File: config.mk
export PLATFORM = sky130hd
export DESIGN_NAME = eti_front_flat
export DESIGN_NICKNAME = d
export VERILOG_FILES = /design/src/rtl/eti_pkg.sv /design/src/rtl/eti_ifs.sv /design/src/rtl/eti_front.sv /design/src/flat_wrapper.sv
export SDC_FILE = /design/constraint.sdc
export NUM_CORES = 1
export LEC_CHECK = 0
export BUFFER_PORTS_ARGS = -buffer_cell sky130_fd_sc_hd__buf_2
export CAP_MARGIN = 20
export CORE_MARGIN = 2
export CORE_UTILIZATION = 43
export CTS_BUF_LIST = sky130_fd_sc_hd__clkbuf_2
export DETAILED_ROUTE_END_ITERATION = 16
export PLACE_DENSITY = 0.86
export SYNTH_ARGS = -nofsm -noshare
export SYNTH_HDL_FRONTEND = slang
export SYNTH_SLANG_ARGS = --single-unit
File: constraint.sdc
create_clock -name clk -period 4.1 [get_ports clk]
set_clock_uncertainty 0.1 [all_clocks]
set_input_delay 0.615 -clock clk [delete_from_list [all_inputs] [get_ports clk]]
set_output_delay 0.615 -clock clk [all_outputs]
set_load 0.02 [all_outputs]
File: src/rtl/eti_pkg.sv
package eti_pkg;

	localparam int IDX_W = 4;
	localparam int TABLE_DEPTH = 2 ** IDX_W;
	localparam int FRAC_BITS = 16;
	localparam int VAL_W = 32;
	localparam int SPC_W = 31;
	localparam int QUO_BITS = IDX_W;
	localparam int DIV_STAGES = 1 + QUO_BITS + FRAC_BITS;
	localparam int QUEUE_DEPTH = 4;
	localparam int QPTR_W = $clog2(QUEUE_DEPTH);
	localparam int CFG_W = VAL_W;

	typedef enum logic {
		ACT_WRITE = 1'b0,
		ACT_EVAL  = 1'b1
	} action_t;

	typedef enum logic [1:0] {
		RANGE_IN   = 2'd0,
		RANGE_LOW  = 2'd1,
		RANGE_HIGH = 2'd2
	} range_t;

	typedef enum logic [1:0] {
		CFG_AXIS_LOW     = 2'd0,
		CFG_AXIS_SPACING = 2'd1,
		CFG_LAST_INDEX   = 2'd2,
		CFG_INTERP_MODE  = 2'd3
	} cfg_idx_t;

	typedef struct packed {
		logic [VAL_W-1:0] axis_low;
		logic [SPC_W-1:0] axis_spacing;
		logic [IDX_W-1:0] last_index;
		logic             interp_mode;
	} cfg_t;

	typedef struct packed {
		action_t          kind;
		logic [IDX_W-1:0] idx;
		logic [VAL_W-1:0] data;
	} qitem_t;

endpackage

File: src/rtl/eti_ifs.sv
interface eti_in_if;
	logic        valid;
	logic        ready;
	logic        action;
	logic [3:0]  entry_index;
	logic [31:0] entry_value;
	logic [31:0] sample_in;
	modport source (output valid, action, entry_index, entry_value, sample_in, input ready);
	modport sink (input valid, action, entry_index, entry_value, sample_in, output ready);
endinterface


File: src/rtl/eti_front.sv
module eti_front (
	input  logic            clk,
	input  logic            arst_n,
	eti_in_if.sink          in_ch,
	output logic            push,
	output eti_pkg::qitem_t push_item,
	input  logic            full
);
	import eti_pkg::*;

	logic   f_v_q;
	qitem_t f_item_q;
	qitem_t cls;

	assign in_ch.ready = !f_v_q || !full;
	assign push = f_v_q && !full;
	assign push_item = f_item_q;

	always_comb begin
		cls.kind = action_t'(in_ch.action);
		cls.idx = in_ch.entry_index;
		cls.data = (cls.kind == ACT_WRITE) ? in_ch.entry_value : in_ch.sample_in;
	end

	always_ff @(posedge clk or negedge arst_n) begin
		if (!arst_n) begin
			f_v_q <= 1'b0;
		end else if (in_ch.valid && in_ch.ready) begin
			f_v_q <= 1'b1;
		end else if (push) begin
			f_v_q <= 1'b0;
		end
	end

	always_ff @(posedge clk) begin
		if (in_ch.valid && in_ch.ready) begin
			f_item_q <= cls;
		end
	end
endmodule

File: src/flat_wrapper.sv
// flat-port wrapper written by rule: the top's interface ports become plain ports
module eti_front_flat import eti_pkg::*;
  (clk, arst_n, push, push_item, full, in_ch_valid, in_ch_action, in_ch_entry_index, in_ch_entry_value, in_ch_sample_in, in_ch_ready);
  eti_in_if in_ch_i ();
  input  logic clk;
  input  logic arst_n;
  output logic push;
  output eti_pkg::qitem_t push_item;
  input  logic full;
  input wire logic [$bits(in_ch_i.valid)-1:0] in_ch_valid;
  input wire logic [$bits(in_ch_i.action)-1:0] in_ch_action;
  input wire logic [$bits(in_ch_i.entry_index)-1:0] in_ch_entry_index;
  input wire logic [$bits(in_ch_i.entry_value)-1:0] in_ch_entry_value;
  input wire logic [$bits(in_ch_i.sample_in)-1:0] in_ch_sample_in;
  output wire logic [$bits(in_ch_i.ready)-1:0] in_ch_ready;
  assign in_ch_i.valid = in_ch_valid;
  assign in_ch_i.action = in_ch_action;
  assign in_ch_i.entry_index = in_ch_entry_index;
  assign in_ch_i.entry_value = in_ch_entry_value;
  assign in_ch_i.sample_in = in_ch_sample_in;
  assign in_ch_ready = in_ch_i.ready;
  eti_front u_core (.clk(clk), .arst_n(arst_n), .in_ch(in_ch_i), .push(push), .push_item(push_item), .full(full));
endmodule
# Word level (Yosys, flattened, before mapping)
# Index checks and enable logic that the tools add are counted.
[totals] input_bits=73 elab_cells=13 out_inout_bits=39 regBits=38
[classes] n_mux=3 n_reduce_logical=6
[ops] cell="$mux 32" count=1
[ops] cell="$logic_and 1x1->1" count=2
[ops] cell="$logic_not 1->1" count=2
[ops] cell="$mux 1" count=2
[ops] cell="$reduce_bool 2->1" count=1
[ops] cell="$logic_or 1x1->1" count=1

# Depth between registers and ports, before layout
# Gate-level depths: netlist (run 1).
[depth] word_depth=4 ltp_mapped=3 mapped_depth_nobuf=1

# Worst setup path before layout (run 1)
# Ideal clock, no wire load.
[synth_path] path_kind="input -> register" from="in in_ch_valid" to="reg u_core.f_item_q (netlist bit u_core.push_item[0]), enable pin" path_stages=1 setup_ns=0.488 t_required_ns=3.512 slack_ns=0.159 t_arrival_ns=3.353 path_cell_list="a21boi_0"
[synth_between] elab_chain_cells=1
[synth_lines] item="from (decl)" line="flat_wrapper.sv:10" source="input wire logic [$bits(in_ch_i.valid)-1:0] in_ch_valid;"
[synth_lines] item="$logic_and 1x1->1" line="eti_front.sv:36" source="if (in_ch.valid && in_ch.ready) begin"
[synth_lines] item="to (signal assigned)" line="eti_front.sv:37" source="f_item_q <= cls;"
[synth_lines] item="to (decl)" line="eti_front.sv:12" source="qitem_t f_item_q;"
# No other way between the ends.
# A chain may end at the register's enable or synchronous reset.

# Worst setup path after layout (run 1)
[layout_path] from="reg u_core.f_v_q" to="out push"
[layout_between] elab_chain_cells=1
[layout_lines] item="from (decl)" line="eti_front.sv:11" source="logic f_v_q;"
[layout_lines] item="from (signal assigned)" line="eti_front.sv:27" source="f_v_q <= 1'b0;"
[layout_lines] item="from (signal assigned)" line="eti_front.sv:29" source="f_v_q <= 1'b1;"
[layout_lines] item="from (signal assigned)" line="eti_front.sv:31" source="f_v_q <= 1'b0;"
[layout_lines] item="$logic_and 1x1->1" line="eti_front.sv:16" source="assign push = f_v_q && !full;"
[layout_lines] item="to (decl)" line="flat_wrapper.sv:7" source="output logic push;"
# No other way between the ends.

==> impl_metrics.yaml, run 1 <==
layout:
  layout_common_cells: "buf_2 (111), edfxtp_1 (37), mux2_4 (30)"
  nNetsFinal: 267
  syn_to_final_growth_pct: 37.1
  fillerInstances: 309
  final_common_cell: "buf_2"
  multiInputGateArea_sq_um: 509
  diodes: 0
  utilization: 0.624
  drive_above_1_share: 0.779
  sequential_cell_area_sq_um: 1140
die:
  design.portCount: 112
  placeableCoreArea_sq_um: 3740
  core.rowCount: 22
  die_area_sq_um: 4490
  fp.dieH_microns: 67.0
  die_width_microns: 67.0
  initial_core_util: 0.456
route:
  routedWlPerCell_microns: 13.8
  postRouteWirelength_mm: 3.35
  num_vias: 1106
  initialDrtViolationCount: 45
  ant_nets: 0
  drt_pass1_iterations: 4
  drc_viols: 0
  viasPerCell: 4.55
synthesis:
  synth.yosys.warnings: 0
  synthesis.area_per_instance_sq_um: 21.9
  synth_area_sq_um: 1710
  yosysUniqueCellTypes: 10
  seq_area_frac_synth: 0.666
  mappedNetlistNets: 151
  postSynthRegisterBits: 38
  post_synth_inst_count: 78
timing:
  min_cycle_time_layout_ns: 1.92
  finalWorstSetupSlack_ns: 2.18
  slew-limit-headroom: 0.334
  finalHoldViolCount: 0
  fmaxAchievable_ghz: 0.522
  worstMarginPinSlew_ns: 0.998
  setup_repair_after_global_routing_missed_its_margin: "false"
  fin_crit_sh: 0.467
  finalSetupViolCount: 0
  report.final.slew_viol_count: 0
  fin_setup_tns_ns: 0
clock_tree:
  clkLatencyLatePin_ns: 0.36
  cts_htree_levels: 2
  tritoncts_num_sinks: 38
  clockBufferDepth: 2
  cts.root.buffer_cell: "clkbuf_2"
  cts_repair_resize_count: 0
  clkTransAtPathRegs_ns: 0.16
  tritoncts_clock_tree: "built"
  numCtsBuffers: 5
pwr:
  power_density_nw_per_um2: 330
  cellLeakagePower_nw: 1.12
  peakVddDrop_mv: 0.120
setup_path:
  critPathLaunchType: "flop"
  critical_path.endpoint_type: "output port"
  crit_type: "reg -> out"
  critical_path_required_ns: 3.38
  cp_data_arrival_time_ns: 1.20
  critical_path.max_fanout: 4
grt:
  grt_pass1_wl_mm: 4.71
  grt_start_max_net_pins: 38
  global_route.overflow_total: 0
  number_of_global_route_vias_before_repair: 1050
  total_global_routing_track_utilization: 0.151
  number_of_antenna_violations_at_the_first_check_in_global_routing: 0
place:
  gp_routability_congestion: 0.699
  io_buffer_count: 111
  place_ws_ns: 1.94
flow_run:
  maxCapViolations: 0
min_path:
  hp-class: "in -> reg"
outcome:
  status: "complete, no violations"
[per-layer routing]
layer	routed length (microns)	GRT usage	vias up
li1	-	-	534
met1	1180	0.148	508
met2	1830	0.291	58
met3	297	0.0422	6
met4	52	0.0612	0
met5	0	0	-
[critical path: stages, from the launching register on]
cell,delay [ns]
dfrtp_1,0.46
nor2b_1,0.19
buf_2,0.18
[sequential cells by signal (all words and copies together), names as in the netlist]
signal and count:
u_core.push_item 37, u_core.f_v_q 1
[synth_stat cells (all sizes together)]
library cell | instances | area (sq um)
edfxtp | 37 | 1110
dfrtp | 1 | 25.0
buf | 4 | 71.3
a21o | 1 | 7.51
mux2 | 32 | 473
a21boi | 1 | 7.51
nor2b | 1 | 6.26
nand2 | 1 | 3.75
[what timing repair did]
| action | in CTS | in global routing |
|---|---|---|
| hold buffers | 1 | 0 |
| hold endpoints to repair | 1 | 0 |
| buffers inserted | 0 | 0 |
[cell type report]
| type | count | share of cell area |
|---|---|---|
| Multi-Input combinational cell | 36 | 0.218 |
| Timing Repair Buffer | 113 | 0.254 |
| Tap cell | 48 | 0.0257 |
| Clock buffer | 7 | 0.0150 |
| Sequential cell | 38 | 0.486 |
| Clock inverter | 1 | 0.00161 |
[stage by stage]
step                instance area [sq um]  total power [mW]  hold slack, ns  std cells
floorplan                            1710             0.568           0.219         78
global placement                     2260             0.620           0.291        233
detailed placement                   2260             0.626           0.291        233
CTS                                  2310             0.779           0.289        242
global route                         2340             0.812           0.268        243
finish                               2340             0.772           0.311        243
[logic make-up (layout without fill, tap and decap cells)]
group           count (synthesis)  in the layout  synth area share
flops                          38             38             0.666
mux                            32             32             0.277
buf+inv                         4            121            0.0418
compound gates                  2              2           0.00881
simple gates                    2              2           0.00587
[where the power goes]
part           internal [mW]  leakage, nW  switching (mW)
clock network         0.0457       0.0306           0.107
logic                 0.0820        0.726          0.0744
registers              0.457        0.363         0.00662
[worst paths after layout]
| kind | start | end | slack, ns | cells past startpoint |
|---|---|---|---|---|
| min in group asynchronous | arst_n | u_core.f_v_q | 0.43 | 2 |
| worst max-delay path | u_core.f_v_q | push | 2.18 | 2 |
| worst max register to register | u_core.f_v_q | u_core.push_item[7] | 2.58 | 2 |
| worst min-delay path | in_ch_entry_index[3] | u_core.push_item[35] | 0.31 | 1 |
| worst min register to register | u_core.f_v_q | u_core.f_v_q | 0.52 | 1 |
| max in group asynchronous | arst_n | u_core.f_v_q | 3.39 | 2 |
Power figures use the tool's default switching activity.
==> run 2, diff against run 1 <==
clock period = 1.8 ns   (was 4.1 ns; I/O delays follow)
==> impl_metrics.yaml, run 2 (synthesis results as in run 1) <==
route:
  drc_viols: 0
  wirelength_met1_mm: 1.25
  met2WireLength_mm: 1.88
  viasPerCell: 4.53
  postRouteWirelength_mm: 3.48
  routedWlPerCell_microns: 13.9
  num_vias: 1137
  ant_nets: 0
  route.top_layer_used: "met4"
  drt_pass1_iterations: 4
  initialDrtViolationCount: 64
  routed-wl-met3_microns: 291
grt:
  number_of_antenna_violations_at_the_first_check_in_global_routing: 0
  grt_start_max_net_pins: 38
  total_global_routing_track_utilization: 0.161
  number_of_global_route_vias_before_repair: 1072
  grt_pass1_wl_mm: 4.92
  global_route.overflow_total: 0
timing:
  finalHoldViolCount: 0
  fin_setup_tns_ns: 0
  setup_repair_after_global_routing_missed_its_margin: "false"
  slew-limit-headroom: 0.841
  fmaxAchievable_ghz: 0.610
  min_cycle_time_layout_ns: 1.64
  report.final.slew_viol_count: 0
  finalSetupViolCount: 0
  fin_crit_sh: 0.910
  worstMarginPinSlew_ns: 0.238
die:
  initial_core_util: 0.456
  die_area_sq_um: 4490
  placeableCoreArea_sq_um: 3740
  die_width_microns: 67.0
  fp.dieH_microns: 67.0
  core.rowCount: 22
  design.portCount: 112
clock_tree:
  clkTransAtPathRegs_ns: 0.20
  cts_repair_resize_count: 0
  clockBufferDepth: 2
  cts.root.buffer_cell: "clkbuf_2"
  numCtsBuffers: 5
  ctsHoldBuffers: 6
  tritoncts_clock_tree: "built"
  tritoncts_num_sinks: 38
  cts_htree_levels: 2
  post_cts_buffers: 0
  clkLatencyLatePin_ns: 0.37
pwr:
  post-layout-total-power_mw: 1.78
  peakVddDrop_mv: 0.474
  cellLeakagePower_nw: 1.16
  power_density_nw_per_um2: 737
setup_path:
  rr_startpoint: "u_core.f_v_q"
  crit_type: "reg -> out"
  r2r_end: "u_core.push_item[3]"
  slowest_stage: "dfrtp_1"
  cp_cell_sequence: "nor2b_1, buf_2"
  cp-endpoint: "push"
  slowest_delay_ns: 0.50
  critical_path_required_ns: 1.43
  critical_path.endpoint_type: "output port"
  critPathLaunchType: "flop"
  rr_worst_depth: 2
  cp_data_arrival_time_ns: 1.27
  timing.reg2reg.setup_slack_ns: 0.45
  critical_path.max_fanout: 4
  critPathLaunch: "u_core.f_v_q"
layout:
  diodes: 0
  layout_common_cells: "buf_2 (111), edfxtp_1 (37), mux2_4 (30)"
  nNetsFinal: 275
  largest_register_ff_count: 37
  syn_to_final_growth_pct: 41.9
  finish.instance_area_sq_um: 2420
  drive_above_1_share: 0.754
  utilization: 0.646
  stdcell_count: 251
  final_common_cell: "buf_2"
outcome:
  status: "complete, no violations"
place:
  io_buffer_count: 111
  dpl_cell_area_sq_um: 2300
  gp_routability_congestion: 0.742
  numPlacedInstances: 235
flow_run:
  maxCapViolations: 0
min_path:
  hp-class: "in -> reg"
==> run 2: cell count changes in the layout (fill, tap and decap cells not counted), sizes merged <==
cell,change
clkinv,+1
dlygate4sd3,+7
buf,+1
clkbuf,-1
==> run 2: area by class of cell <==
cell class,count,area [sq um]
clock buffers,6,30.0
clock inverters,2,8.76
fillers,281,1320
multi-input cells,36,509
flip-flops and latches,38,1140
well taps,48,60.1
repair buffers,121,676
==> run 2: power by group <==
group | internal [mW] | total, mW | switching (mW)
sequential | 1.04 | 1.05 | 0.0148
combinational | 0.197 | 0.369 | 0.172
clock | 0.0956 | 0.360 | 0.264
total | 1.33 | 1.78 | 0.451
==> run 2: worst min-delay path by stage <==
stage	startpoint	end	slack (ns)	depth (start not counted)
final	in_ch_entry_value[15]	u_core.push_item[15]	0.07	2
after global routing	in_ch_entry_value[5]	u_core.push_item[5]	0.001	2
after CTS	full	u_core.f_v_q	0.02	2
after detailed placement	arst_n	u_core.f_v_q	-0.05	1
after global placement	arst_n	u_core.f_v_q	-0.05	1
after floorplan	arst_n	u_core.f_v_q	-0.13	0
==> run 2: through the flow <==
step | hold WS [ns] | setup WS [ns]
3_5_place_dp | -0.0508 | 0.450
4_1_cts | 0.0225 | 0.246
6_report | 0.0656 | 0.162
3_3_place_gp | -0.0548 | 0.465
2_1_floorplan | -0.126 | 0.203
5_1_grt | 0.000991 | 0.00788
==> run 2: critical path, delay by kind of cell, from the launching register on <==
| kind | cells | cell delay (ns) |
|---|---|---|
| flops | 1 | 0.50 |
| simple gates | 1 | 0.21 |
| buf+inv | 1 | 0.19 |
==> run 2: per-layer routing <==
metal  track usage  vias to the layer above
met5             0                        -
met4        0.0791                        0
met3        0.0811                        6
met2         0.283                       64
met1         0.155                      519
li1              -                      548
