<file path="src/rtl/eti_pkg.sv">
package eti_pkg;

	localparam int IDX_W = 4;
	localparam int TABLE_DEPTH = 2 ** IDX_W;
	localparam int FRAC_BITS = 16;
	localparam int VAL_W = 32;
	localparam int SPC_W = 31;
	localparam int QUO_BITS = IDX_W;
	localparam int DIV_STAGES = 1 + QUO_BITS + FRAC_BITS;
	localparam int QUEUE_DEPTH = 4;
	localparam int QPTR_W = $clog2(QUEUE_DEPTH);
	localparam int CFG_W = VAL_W;

	typedef enum logic {
		ACT_WRITE = 1'b0,
		ACT_EVAL  = 1'b1
	} action_t;

	typedef enum logic [1:0] {
		RANGE_IN   = 2'd0,
		RANGE_LOW  = 2'd1,
		RANGE_HIGH = 2'd2
	} range_t;

	typedef enum logic [1:0] {
		CFG_AXIS_LOW     = 2'd0,
		CFG_AXIS_SPACING = 2'd1,
		CFG_LAST_INDEX   = 2'd2,
		CFG_INTERP_MODE  = 2'd3
	} cfg_idx_t;

	typedef struct packed {
		logic [VAL_W-1:0] axis_low;
		logic [SPC_W-1:0] axis_spacing;
		logic [IDX_W-1:0] last_index;
		logic             interp_mode;
	} cfg_t;

	typedef struct packed {
		action_t          kind;
		logic [IDX_W-1:0] idx;
		logic [VAL_W-1:0] data;
	} qitem_t;

endpackage

</file>
<file path="src/rtl/eti_queue.sv">
module eti_queue (
	input  logic            clk,
	input  logic            arst_n,
	input  logic            push,
	input  eti_pkg::qitem_t push_item,
	input  logic            pop,
	output eti_pkg::qitem_t head,
	output logic            empty,
	output logic            full
);
	import eti_pkg::*;

	qitem_t            slot_q [QUEUE_DEPTH];
	logic [QPTR_W-1:0] wr_q;
	logic [QPTR_W-1:0] rd_q;
	logic [QPTR_W:0]   cnt_q;

	assign empty = (cnt_q == '0);
	assign full = (cnt_q == (QPTR_W+1)'(QUEUE_DEPTH));
	assign head = slot_q[rd_q];

	always_ff @(posedge clk or negedge arst_n) begin
		if (!arst_n) begin
			wr_q <= '0;
			rd_q <= '0;
			cnt_q <= '0;
		end else begin
			if (push) begin
				wr_q <= wr_q + 1'b1;
			end
			if (pop) begin
				rd_q <= rd_q + 1'b1;
			end
			if (push && !pop) begin
				cnt_q <= cnt_q + 1'b1;
			end else if (pop && !push) begin
				cnt_q <= cnt_q - 1'b1;
			end
		end
	end

	always_ff @(posedge clk) begin
		if (push) begin
			slot_q[wr_q] <= push_item;
		end
	end
endmodule

</file>
<file path="config.mk">
export PLATFORM = sky130hd
export DESIGN_NAME = eti_queue
export DESIGN_NICKNAME = d
export VERILOG_FILES = /design/src/rtl/eti_pkg.sv /design/src/rtl/eti_queue.sv
export SDC_FILE = /design/constraint.sdc
export NUM_CORES = 1
export LEC_CHECK = 0
export BUFFER_PORTS_ARGS = -buffer_cell sky130_fd_sc_hd__buf_2
export CORE_ASPECT_RATIO = 0.9
export CORE_MARGIN = 4
export CORE_UTILIZATION = 35
export DETAILED_ROUTE_END_ITERATION = 6
export PLACE_DENSITY = 0.51
export SYNTH_ARGS = -nofsm -noshare
export SYNTH_HDL_FRONTEND = slang
export SYNTH_SLANG_ARGS = --single-unit
export TNS_END_PERCENT = 5
</file>
<file path="constraint.sdc">
create_clock -name clk -period 2.1 [get_ports clk]
set_clock_uncertainty 0.05 [all_clocks]
set_input_delay 0 -clock clk [delete_from_list [all_inputs] [get_ports clk]]
set_output_delay 0 -clock clk [all_outputs]
set_load 0.01 [all_outputs]
</file>
; Yosys cells after proc, flatten, opt, wreduce, memory -nomap -nowiden
; Memory sizes are Yosys's and may differ from the RTL's.
; Index checks and enable logic that the tools add are counted.
[classes]
add_sub_neg = 4
reduce_logical = 6
n_eq_ne = 1
n_mux = 4
[op_table]
columns = cell, n
row1 = $mux 3, 2
row2 = $add 2x1->2 const B, 2
row3 = $add 3x1->3 const B, 1
row4 = $eq 3x3->1 const B, 1
row5 = $logic_not 3->1, 1
row6 = $sub 3x1->3 const B, 1
row7 = $logic_and 1x1->1, 2
row8 = $logic_not 1->1, 2
row9 = $mux 1, 2
row10 = $reduce_bool 2->1, 1
[totals]
regBits = 7
output_inout_bits = 39
mem_count = 1
input_bits = 41
ram_bits = 148
wordCells = 19
[memory_table]
columns = memory, depth, width, rd, rd_clocked_by_memory_dff, write_ports, line
row1 = slot_q, 4, 37, 1, 0, 1, eti_queue.sv:13  ; qitem_t slot_q [QUEUE_DEPTH];

; Logic depth before layout (Yosys ltp)
; Gate-level depths: netlist of run 1.
[depth]
depth_word = 4
mapped_depth = 7
ltp_nobuf = 7

; Worst setup path before layout of run 1
; OpenSTA, ideal clock, no wires.
[synth_timing]
path_kind = reg-to-reg
startpoint = reg wr_q[0]
endpoint = mem slot_q[2][0] (netlist bit) (enable)
setup_time_ns = 0.398
arrival_time_ns = 1.516
period_less_slack_ns = 1.964
t_required_ns = 1.652
stages_incl_launch_ff = 4
n_path_buf = 0
path_slack_ns = 0.136
path_cell_list = dfrtp_1 -> inv_1 -> ha_1 -> and2_1
[synth_lines]
columns = item, line
row1 = start: declaration, eti_queue.sv:14  ; logic [QPTR_W-1:0] wr_q;
row2 = start signal: assignment, eti_queue.sv:29  ; wr_q <= wr_q + 1'b1;
row3 = end: declaration, eti_queue.sv:13
; No word-level cell before the write port.

==> results_dict.tcl, run 1 <==
set metrics [dict create \
    relSlewSlack 0.743 \
    cts_tree "built" \
    place_area_mm2 0.00650 \
    areaGrowthSynthToFinish_pct 30.8 \
    cp.arrival_ps 1800 \
    routed_wirelength_um 10700 \
    dieArea_mm2 0.0185 \
    diodes 0 \
    layout_common_cells "148 x edfxtp_1, 79 x buf_2, 41 x dlygate4sd3_1" \
    ys_types 19 \
    io_buffer_count 79 \
    row_count 44 \
    numCtsBuffers 17 \
    fmax_ghz 0.541 \
    ys_seq_area_frac 0.807 \
    critPathMaxStageDelay_ps 570 \
    grt_pass1_vias 2974 \
    regArea_mm2 0.00462 \
    min_path_cells 2 \
    rsz0062_at_grt "false" \
    ir_drop_mv 0.646 \
    synth_cells 227 \
    path_clk_slew_ps 60 \
    dp.cells 519 \
    worstPathRequired_ps 2050 \
    cp-end-kind "output pin" \
    setup_tns_ps 0 \
    pwr_density_cell_mw_per_mm2 1340 \
    grt_start_max_net_pins 28 \
    clock_sinks 155 \
    cp_slowest_cell "mux4_2" \
    clockBufferDepth 2 \
    layout-drive-gt1-share 0.434 \
    pre_cts_ws_ps 498 \
    grt_pass1_wl_um 16800 \
    worstSkewPairLatency_ps 420 \
    yosysTopAreaCellShare 0.776 \
    avgSynthCellArea_um2 25.2 \
    start_util 0.356 \
    finalSetupViolations 0 \
    critPathMaxFanout 12 \
    max_cap_viol_count 0 \
    finalCriticalPeriod_ps 1850 \
    final_common_cell "edfxtp_1" \
    yosysWarnings 0 \
    die_h_um 129 \
    yosysTopAreaCell "edfxtp_1" \
    synth.area.top_cells "edfxtp_1 78%, mux4_2 15%, dfrtp_1 3.1%" \
    n_fill_cell 1374 \
    first_iter_violations 156 \
    vias 2730 \
    layout_setup_ws_ps 253 \
    fin_area_mm2 0.00748 \
    dp_hpwl_um 6760 \
    post_cts_resized 0 \
    layout.cells.non_filler 592 \
    leakage_nw 2.63 \
    syn_area_mm2 0.00572 \
    hp-class "input pin to flop" \
    die_x_um 143 \
    core_mm2 0.0161 \
    crit_path_cell_trace "buf_4, mux4_2, buf_2" \
    dr.pass1.iters 6 \
    syn-num-nets 274 \
    drc_errors 0 \
    avgViaCountPerCell 4.61 \
    grt.overflow.total 0 \
    synth-seq-cells 155 \
    antenna_found_initial 0 \
    status "complete, no violations" \
    timing.final.crit_share 0.880 \
    nets 419 \
    place_congestion 0.639 \
    io_pins 80 \
    power.total_mw 10.1 \
    antenna_left 0 \
    slew_viol_final 0 \
    worst_pin_slew_ps 384 \
    track_usage 0.126 \
    startpoint_type "flop" \
    timing_hold_violations_final 0 \
    path_class "flop to output pin" \
    ff2ff_path_depth 4 \
    multi_input_area_mm2 0.00104 \
    cts_max_level 4 \
    cts_root_buffer "clkbuf_16" \
    post_drt_wl_per_cell_um 18.1 \
]
layout make-up:
class                           instances  share of cell area
Clock buffer                           18              0.0573
Clock inverter                         14              0.0197
Inverter                                4             0.00201
Multi-Input combinational cell         60               0.139
Sequential cell                       155               0.618
Tap cell                              207              0.0346
Timing Repair Buffer                  134               0.130
kinds of logic after synthesis:
family                   after synthesis  synth area share
flip-flops                           155             0.807
multiplexers                          38             0.148
buffers and inverters                 12            0.0125
AND/OR/NAND/NOR                        9           0.00852
XOR/XNOR                               6           0.00918
adder cells (fa/ha/maj)                6            0.0144
AO/OA/AOI/OAI                          1          0.000873
critical path, delay by kind of cell (launching register included):
family | cells | cell delay (ps)
mux | 1 | 570
buf+inv | 2 | 420
flops | 1 | 380
synth_stat cells, drive strengths merged:
library cell,count
ha,5
nand2,2
xor2,4
dfrtp,7
nor2,1
o21ai,1
edfxtp,148
mux4,37
mux2,1
nor3,1
xnor2,2
and2,4
buf,7
fa,1
clkbuf,1
nor3b,1
inv,4
worst paths after layout:
check,end,from,slack [ps]
max,head[30],rd_q[0]$_DFFE_PN0P_,250
min,slot_q[0][17]$_DFFE_PP_,push_item[17],280
max reg2reg,slot_q[1][29]$_DFFE_PP_,wr_q[1]$_DFFE_PN0P_,530
min reg2reg,cnt_q[2]$_DFFE_PN0P_,cnt_q[2]$_DFFE_PN0P_,440
max in group asynchronous,rd_q[1]$_DFFE_PN0P_,arst_n,1200
min in group asynchronous,cnt_q[2]$_DFFE_PN0P_,arst_n,500
sequential cells by signal (all words and copies together), names as in the netlist:
register	count
cnt_q	3
wr_q	2
rd_q	2
slot_q	148
metal layers:
metal / part of all wire / up-vias / track usage
met5: 0 / - / 0
met4: 0.014 / 0 / 0.0514
met3: 0.055 / 12 / 0.0450
met2: 0.48 / 67 / 0.190
met1: 0.45 / 1407 / 0.168
li1: - / 1244 / -
what timing repair did:
action / 4_1_cts / 5_1_grt
endpoints found under the hold margin: 160 / 0
hold buffers: 41 / 0
setup buffers: 0 / 0
report_power, final:
group | total [mW] | switching, mW | internal [mW] | leakage (nW)
sequential | 4.22 | 0.162 | 4.05 | 1.44
combinational | 2.91 | 1.49 | 1.42 | 0.924
clock | 2.93 | 1.18 | 1.75 | 0.270
total | 10.1 | 2.84 | 7.22 | 2.63
metrics by stage:
| step | util | hold slack, ps |
|---|---|---|
| detailed placement | 0.404 | -197 |
| CTS | 0.466 | 260 |
| finish | 0.466 | 282 |
| global placement | 0.404 | -199 |
| floorplan | - | -346 |
| global route | 0.466 | 283 |
Note: power is estimated with default switching activity, not from simulation.
==> inputs of run 2 (changes only) <==
--- a/config.mk
+++ b/config.mk
@@ -5,6 +5,7 @@
 export SDC_FILE = /design/constraint.sdc
 export NUM_CORES = 1
 export LEC_CHECK = 0
+export ABC_AREA = 1
 export BUFFER_PORTS_ARGS = -buffer_cell sky130_fd_sc_hd__buf_2
 export CORE_ASPECT_RATIO = 0.9
 export CORE_MARGIN = 4
==> results_dict.tcl, run 2 <==
set metrics [dict create \
    final_common_cell "edfxtp_1" \
    startpoint_type "flop" \
    place_congestion 0.735 \
    timing_hold_violations_final 0 \
    layout-drive-gt1-share 0.223 \
    synth_compound_area_frac 0.0974 \
    worstPathRequired_ps 2050 \
    rsz0062_at_grt "false" \
    syn_area_mm2 0.00637 \
    worst_pin_slew_ps 483 \
    path_class "flop to output pin" \
    yosysWarnings 0 \
    status "complete, no violations" \
    first_iter_violations 243 \
    vias 3807 \
    power.total_mw 11.3 \
    cts_tree "built" \
    synth-adder-area-share 0.0130 \
    endpoint "head[1]" \
    critPathMaxFanout 26 \
    io_buffer_count 79 \
    cp-end-kind "output pin" \
    worstSetupStartpoint "rd_q[0]$_DFFE_PN0P_" \
    synth-async-reset-ratio 0.0452 \
    worstHoldStart "push_item[20]" \
    grt_pass1_vias 3719 \
    synth-seq-cells 155 \
    avgSynthCellArea_um2 13.3 \
    ir_drop_mv 0.631 \
    finalSetupViolations 0 \
    n_fill_cell 1653 \
    synth_cells 480 \
    yosysTopAreaCell "edfxtp_1" \
    synth_top_family_by_area "compound AO/OA/AOI/OAI gates" \
    clockBufferDepth 2 \
    syn-num-nets 527 \
    core_mm2 0.0177 \
    relSlewSlack 0.678 \
    die_h_um 136 \
    slew_viol_final 0 \
    synthMuxAreaShare 0 \
    grt_start_max_net_pins 49 \
    cp.arrival_ps 1780 \
    io_pins 80 \
    timing.final.crit_share 0.871 \
    worstSkewPairLatency_ps 420 \
    fmax_ghz 0.547 \
    grt.overflow.total 0 \
    largest_reg_flops 148 \
    routed_wirelength_um 12700 \
    drc_errors 0 \
    diodes 0 \
    largest_register "slot_q" \
    path_clk_slew_ps 60 \
    r2r_end "slot_q[2][9]$_DFFE_PP_" \
    yosysMostFrequentCell "edfxtp_1" \
    pwr_density_cell_mw_per_mm2 1390 \
    dr.pass1.iters 4 \
    grt_pass1_wl_um 20100 \
    areaGrowthSynthToFinish_pct 27.7 \
    nets 653 \
    layout_common_cells "148 x edfxtp_1, 124 x nand2_1, 81 x inv_1" \
    synth-simple-area-share 0.0764 \
    max_cap_viol_count 0 \
    synth_top_flop_cell "edfxtp_1" \
    cts_root_buffer "clkbuf_16" \
    synth-xor-area-share 0.00550 \
    ys_types 18 \
    numCtsBuffers 17 \
    min_path_cells 2 \
    track_usage 0.130 \
    regToRegStartpoint "wr_q[0]$_DFFE_PN0P_" \
    cts_max_level 4 \
    row_count 46 \
    avgViaCountPerCell 4.43 \
    reg_top3 "slot_q (148), cnt_q (3)" \
    setup_tns_ps 0 \
    multi_input_area_mm2 0.00122 \
    ff2ff_path_depth 5 \
    antenna_found_initial 0 \
    synth_edf_count 148 \
    regArea_mm2 0.00462 \
    dieArea_mm2 0.0204 \
    yosys-top-cells-count "148 x edfxtp_1, 124 x nand2_1, 86 x inv_1" \
    clock_sinks 155 \
    synth.area.top_cells "edfxtp_1 70%, nand2_1 7.3%, o211ai_1 7.3%" \
    dp_hpwl_um 7910 \
    leakage_nw 3.31 \
    antenna_left 0 \
    finalCriticalPeriod_ps 1830 \
    yosysTopAreaCellShare 0.698 \
    die_x_um 150 \
    post_drt_wl_per_cell_um 14.8 \
    start_util 0.359 \
    hp-class "input pin to flop" \
    ys_seq_area_frac 0.725 \
    r2r_setup_slack_ps 500 \
]
[run 2: changes by cell type after synthesis, sizes merged, moves of 4 or more]
cell / change
nand2: +122
buf: +18
o211ai: +74
mux4: -37
and2: -4
inv: +82
[run 2: how the worst min path moves through the flow]
stage                         endpoint  slack (ps)
6_report       slot_q[3][20]$_DFFE_PP_         280
5_1_grt        slot_q[0][14]$_DFFE_PP_         270
4_1_cts            rd_q[0]$_DFFE_PN0P_         260
3_5_place_dp      cnt_q[2]$_DFFE_PN0P_        -200
3_3_place_gp      cnt_q[2]$_DFFE_PN0P_        -210
2_1_floorplan     cnt_q[0]$_DFFE_PN0P_        -350
[run 2: timing repair]
item,in CTS,in global routing
hold endpoints to repair,160,0
hold buffers,41,0
buffers inserted,0,1
resized for setup,0,0
endpoints found under the setup margin,0,2
[run 2: cells by family after synthesis]
family                   Yosys count
AO/OA/AOI/OAI                     75
XOR/XNOR                           4
adder cells (fa/ha/maj)            6
buffers and inverters            112
flip-flops                       155
AND/OR/NAND/NOR                  128
[run 2: report_power, final]
part	internal [mW]	leakage, nW	switching (mW)
sequential	4.06	1.44	0.283
clock	2.09	0.306	1.12
combinational	1.46	1.56	2.26
[run 2: worst max-delay path, cell delays in order (launching register included)]
cell and delay, ps:
dfrtp_4 640, buf_12 240, o211ai_1 250, nand2_1 80
buf_2 140
[run 2: metal layers]
layer	global-route usage	routed length, µm	vias to the layer above	share of wire
li1	-	-	1910	-
met1	0.171	6010	1795	0.47
met2	0.203	5910	89	0.46
met3	0.0430	665	13	0.052
met4	0.0488	127	0	0.010
met5	0	0	-	0
[run 2: final cells by class]
class | instances | area share
clock buffer | 25 | 0.0597
clock inverter | 7 | 0.0175
inverter | 86 | 0.0397
multi-input combinational | 213 | 0.151
sequential | 155 | 0.568
tap | 240 | 0.0369
timing repair buffer | 133 | 0.127
[run 2: per-stage QoR]
step	hold WS [ps]	utilization	setup slack, ps	area (µm²)	std cells
2_1_floorplan	-346	-	265	6370	480
3_3_place_gp	-205	0.399	527	7070	785
3_5_place_dp	-204	0.399	486	7070	785
4_1_cts	263	0.457	112	8110	858
5_1_grt	273	0.459	156	8140	859
6_report	284	0.459	271	8140	859
==> inputs of run 3 (changes only) <==
--- a/config.mk
+++ b/config.mk
@@ -8,7 +8,6 @@
 export ABC_AREA = 1
 export BUFFER_PORTS_ARGS = -buffer_cell sky130_fd_sc_hd__buf_2
 export CORE_ASPECT_RATIO = 0.9
-export CORE_MARGIN = 4
 export CORE_UTILIZATION = 35
 export DETAILED_ROUTE_END_ITERATION = 6
 export PLACE_DENSITY = 0.51
==> results_dict.tcl, run 3 (synthesized netlist as in run 2, its figures left out) <==
set metrics [dict create \
    die_x_um 144 \
    core_mm2 0.0177 \
    timing_hold_violations_final 0 \
    io_buffer_count 79 \
    clockBufferDepth 2 \
    grt_pass1_vias 3776 \
    finalSetupViolations 0 \
    finalCriticalPeriod_ps 1850 \
    reg_top3 "slot_q (148), cnt_q (3)" \
    hp-class "input pin to flop" \
    fin_area_mm2 0.00801 \
    timing.final.crit_share 0.880 \
    routed_wirelength_um 12900 \
    vias 3851 \
    cp-end-kind "output pin" \
    grt_pass1_wl_um 19900 \
    cp_slowest_cell "dfrtp_4" \
    die_h_um 130 \
    worstHoldStart "pop" \
    grt.overflow.total 0 \
    avgViaCountPerCell 4.46 \
    ir_drop_mv 0.793 \
    place_congestion 0.687 \
    cts_root_buffer "clkbuf_16" \
    crit_family "flip-flops" \
    leakage_nw 3.27 \
    cts_max_level 4 \
    areaGrowthSynthToFinish_pct 25.7 \
    setup_tns_ps 0 \
    post_drt_wl_per_cell_um 14.9 \
    fmax_ghz 0.541 \
    slew_viol_final 0 \
    track_usage 0.147 \
    largest_reg_flops 148 \
    diodes 0 \
    final_common_cell "edfxtp_1" \
    crit_top_cell "nand2_1" \
    antenna_left 0 \
    crit_path_cell_trace "buf_4, nand2_1, o211ai_1, nand2_1, buf_2" \
    path_class "flop to output pin" \
    drc_errors 0 \
    dp_hpwl_um 7850 \
    layout_common_cells "148 x edfxtp_1, 124 x nand2_1, 81 x inv_1" \
    startpoint_type "flop" \
    cts_tree "built" \
    worstSkewPairLatency_ps 410 \
    max_cap_viol_count 0 \
    numCtsBuffers 17 \
    critPathMaxFanout 29 \
    largest_register "slot_q" \
    io_pins 80 \
    path_clk_slew_ps 50 \
    grt_start_max_net_pins 57 \
    dr.pass1.iters 4 \
    row_count 46 \
    critPathMaxStageDelay_ps 670 \
    dieArea_mm2 0.0187 \
    worstSetupStartpoint "rd_q[0]$_DFFE_PN0P_" \
    layout-drive-gt1-share 0.230 \
    start_util 0.359 \
    worst_pin_slew_ps 403 \
    worstPathRequired_ps 2050 \
    crit_buf_inv 2 \
    pwr_density_cell_mw_per_mm2 1340 \
    cp.arrival_ps 1800 \
    rsz0062_at_grt "false" \
    regToRegStartpoint "wr_q[0]$_DFFE_PN0P_" \
    place_area_mm2 0.00706 \
    nets 660 \
    antenna_found_initial 0 \
    relSlewSlack 0.731 \
    clock_sinks 155 \
    status "complete, no violations" \
    first_iter_violations 153 \
]
## run 3: layer usage
layer	track usage	wire length, µm
met5	0	0
met4	0.0563	127
met3	0.0470	498
met2	0.219	5820
met1	0.201	6420
## run 3: worst paths after layout
| kind | to | depth (start not counted) | slack, ps |
|---|---|---|---|
| min in group asynchronous | cnt_q[2]$_DFFE_PN0P_ | 3 | 490 |
| worst min-delay path | rd_q[0]$_DFFE_PN0P_ | 3 | 290 |
| worst min register to register | cnt_q[2]$_DFFE_PN0P_ | 2 | 460 |
| worst max register to register | slot_q[0][9]$_DFFE_PP_ | 5 | 540 |
| worst max-delay path | head[15] | 5 | 250 |
| max in group asynchronous | rd_q[0]$_DFFE_PN0P_ | 3 | 1210 |
## run 3: repair_timing
item                                    4_1_cts  5_1_grt
hold buffers                                 41        0
hold endpoints to repair                    160        0
endpoints found under the setup margin        0       18
gates resized for setup                       0        0
buffers inserted                              0        1
## run 3: area by class of cell
cell class / count / area [µm²]
clock inverters: 9 / 77.6
well taps: 240 / 300
flip-flops and latches: 155 / 4620
inverters: 86 / 323
repair buffers: 140 / 1020
fillers: 1646 / 9720
clock buffers: 20 / 437
multi-input cells: 213 / 1220
## run 3: through the flow
step	setup WS, ps	power (mW)	instances	utilization	hold WS [ps]
6_report	253	10.7	863	0.452	286
5_1_grt	99.5	11.5	863	0.452	276
4_1_cts	1.07	10.9	862	0.450	264
3_5_place_dp	457	8.07	792	0.398	-198
3_3_place_gp	499	8.01	792	0.398	-200
2_1_floorplan	265	6.76	480	-	-346
## run 3: power breakdown
part | leakage (nW) | switching (mW) | total (mW) | internal, mW
Combinational | 1.58 | 2.26 | 3.69 | 1.42
Sequential | 1.44 | 0.281 | 4.34 | 4.06
Clock | 0.249 | 1.12 | 2.72 | 1.59
Total | 3.27 | 3.67 | 10.7 | 7.08
## run 3: tightest hold or removal path: stages
cell	delay, ps
dlygate4sd3_1	510
buf_2	130
xor2_1	60
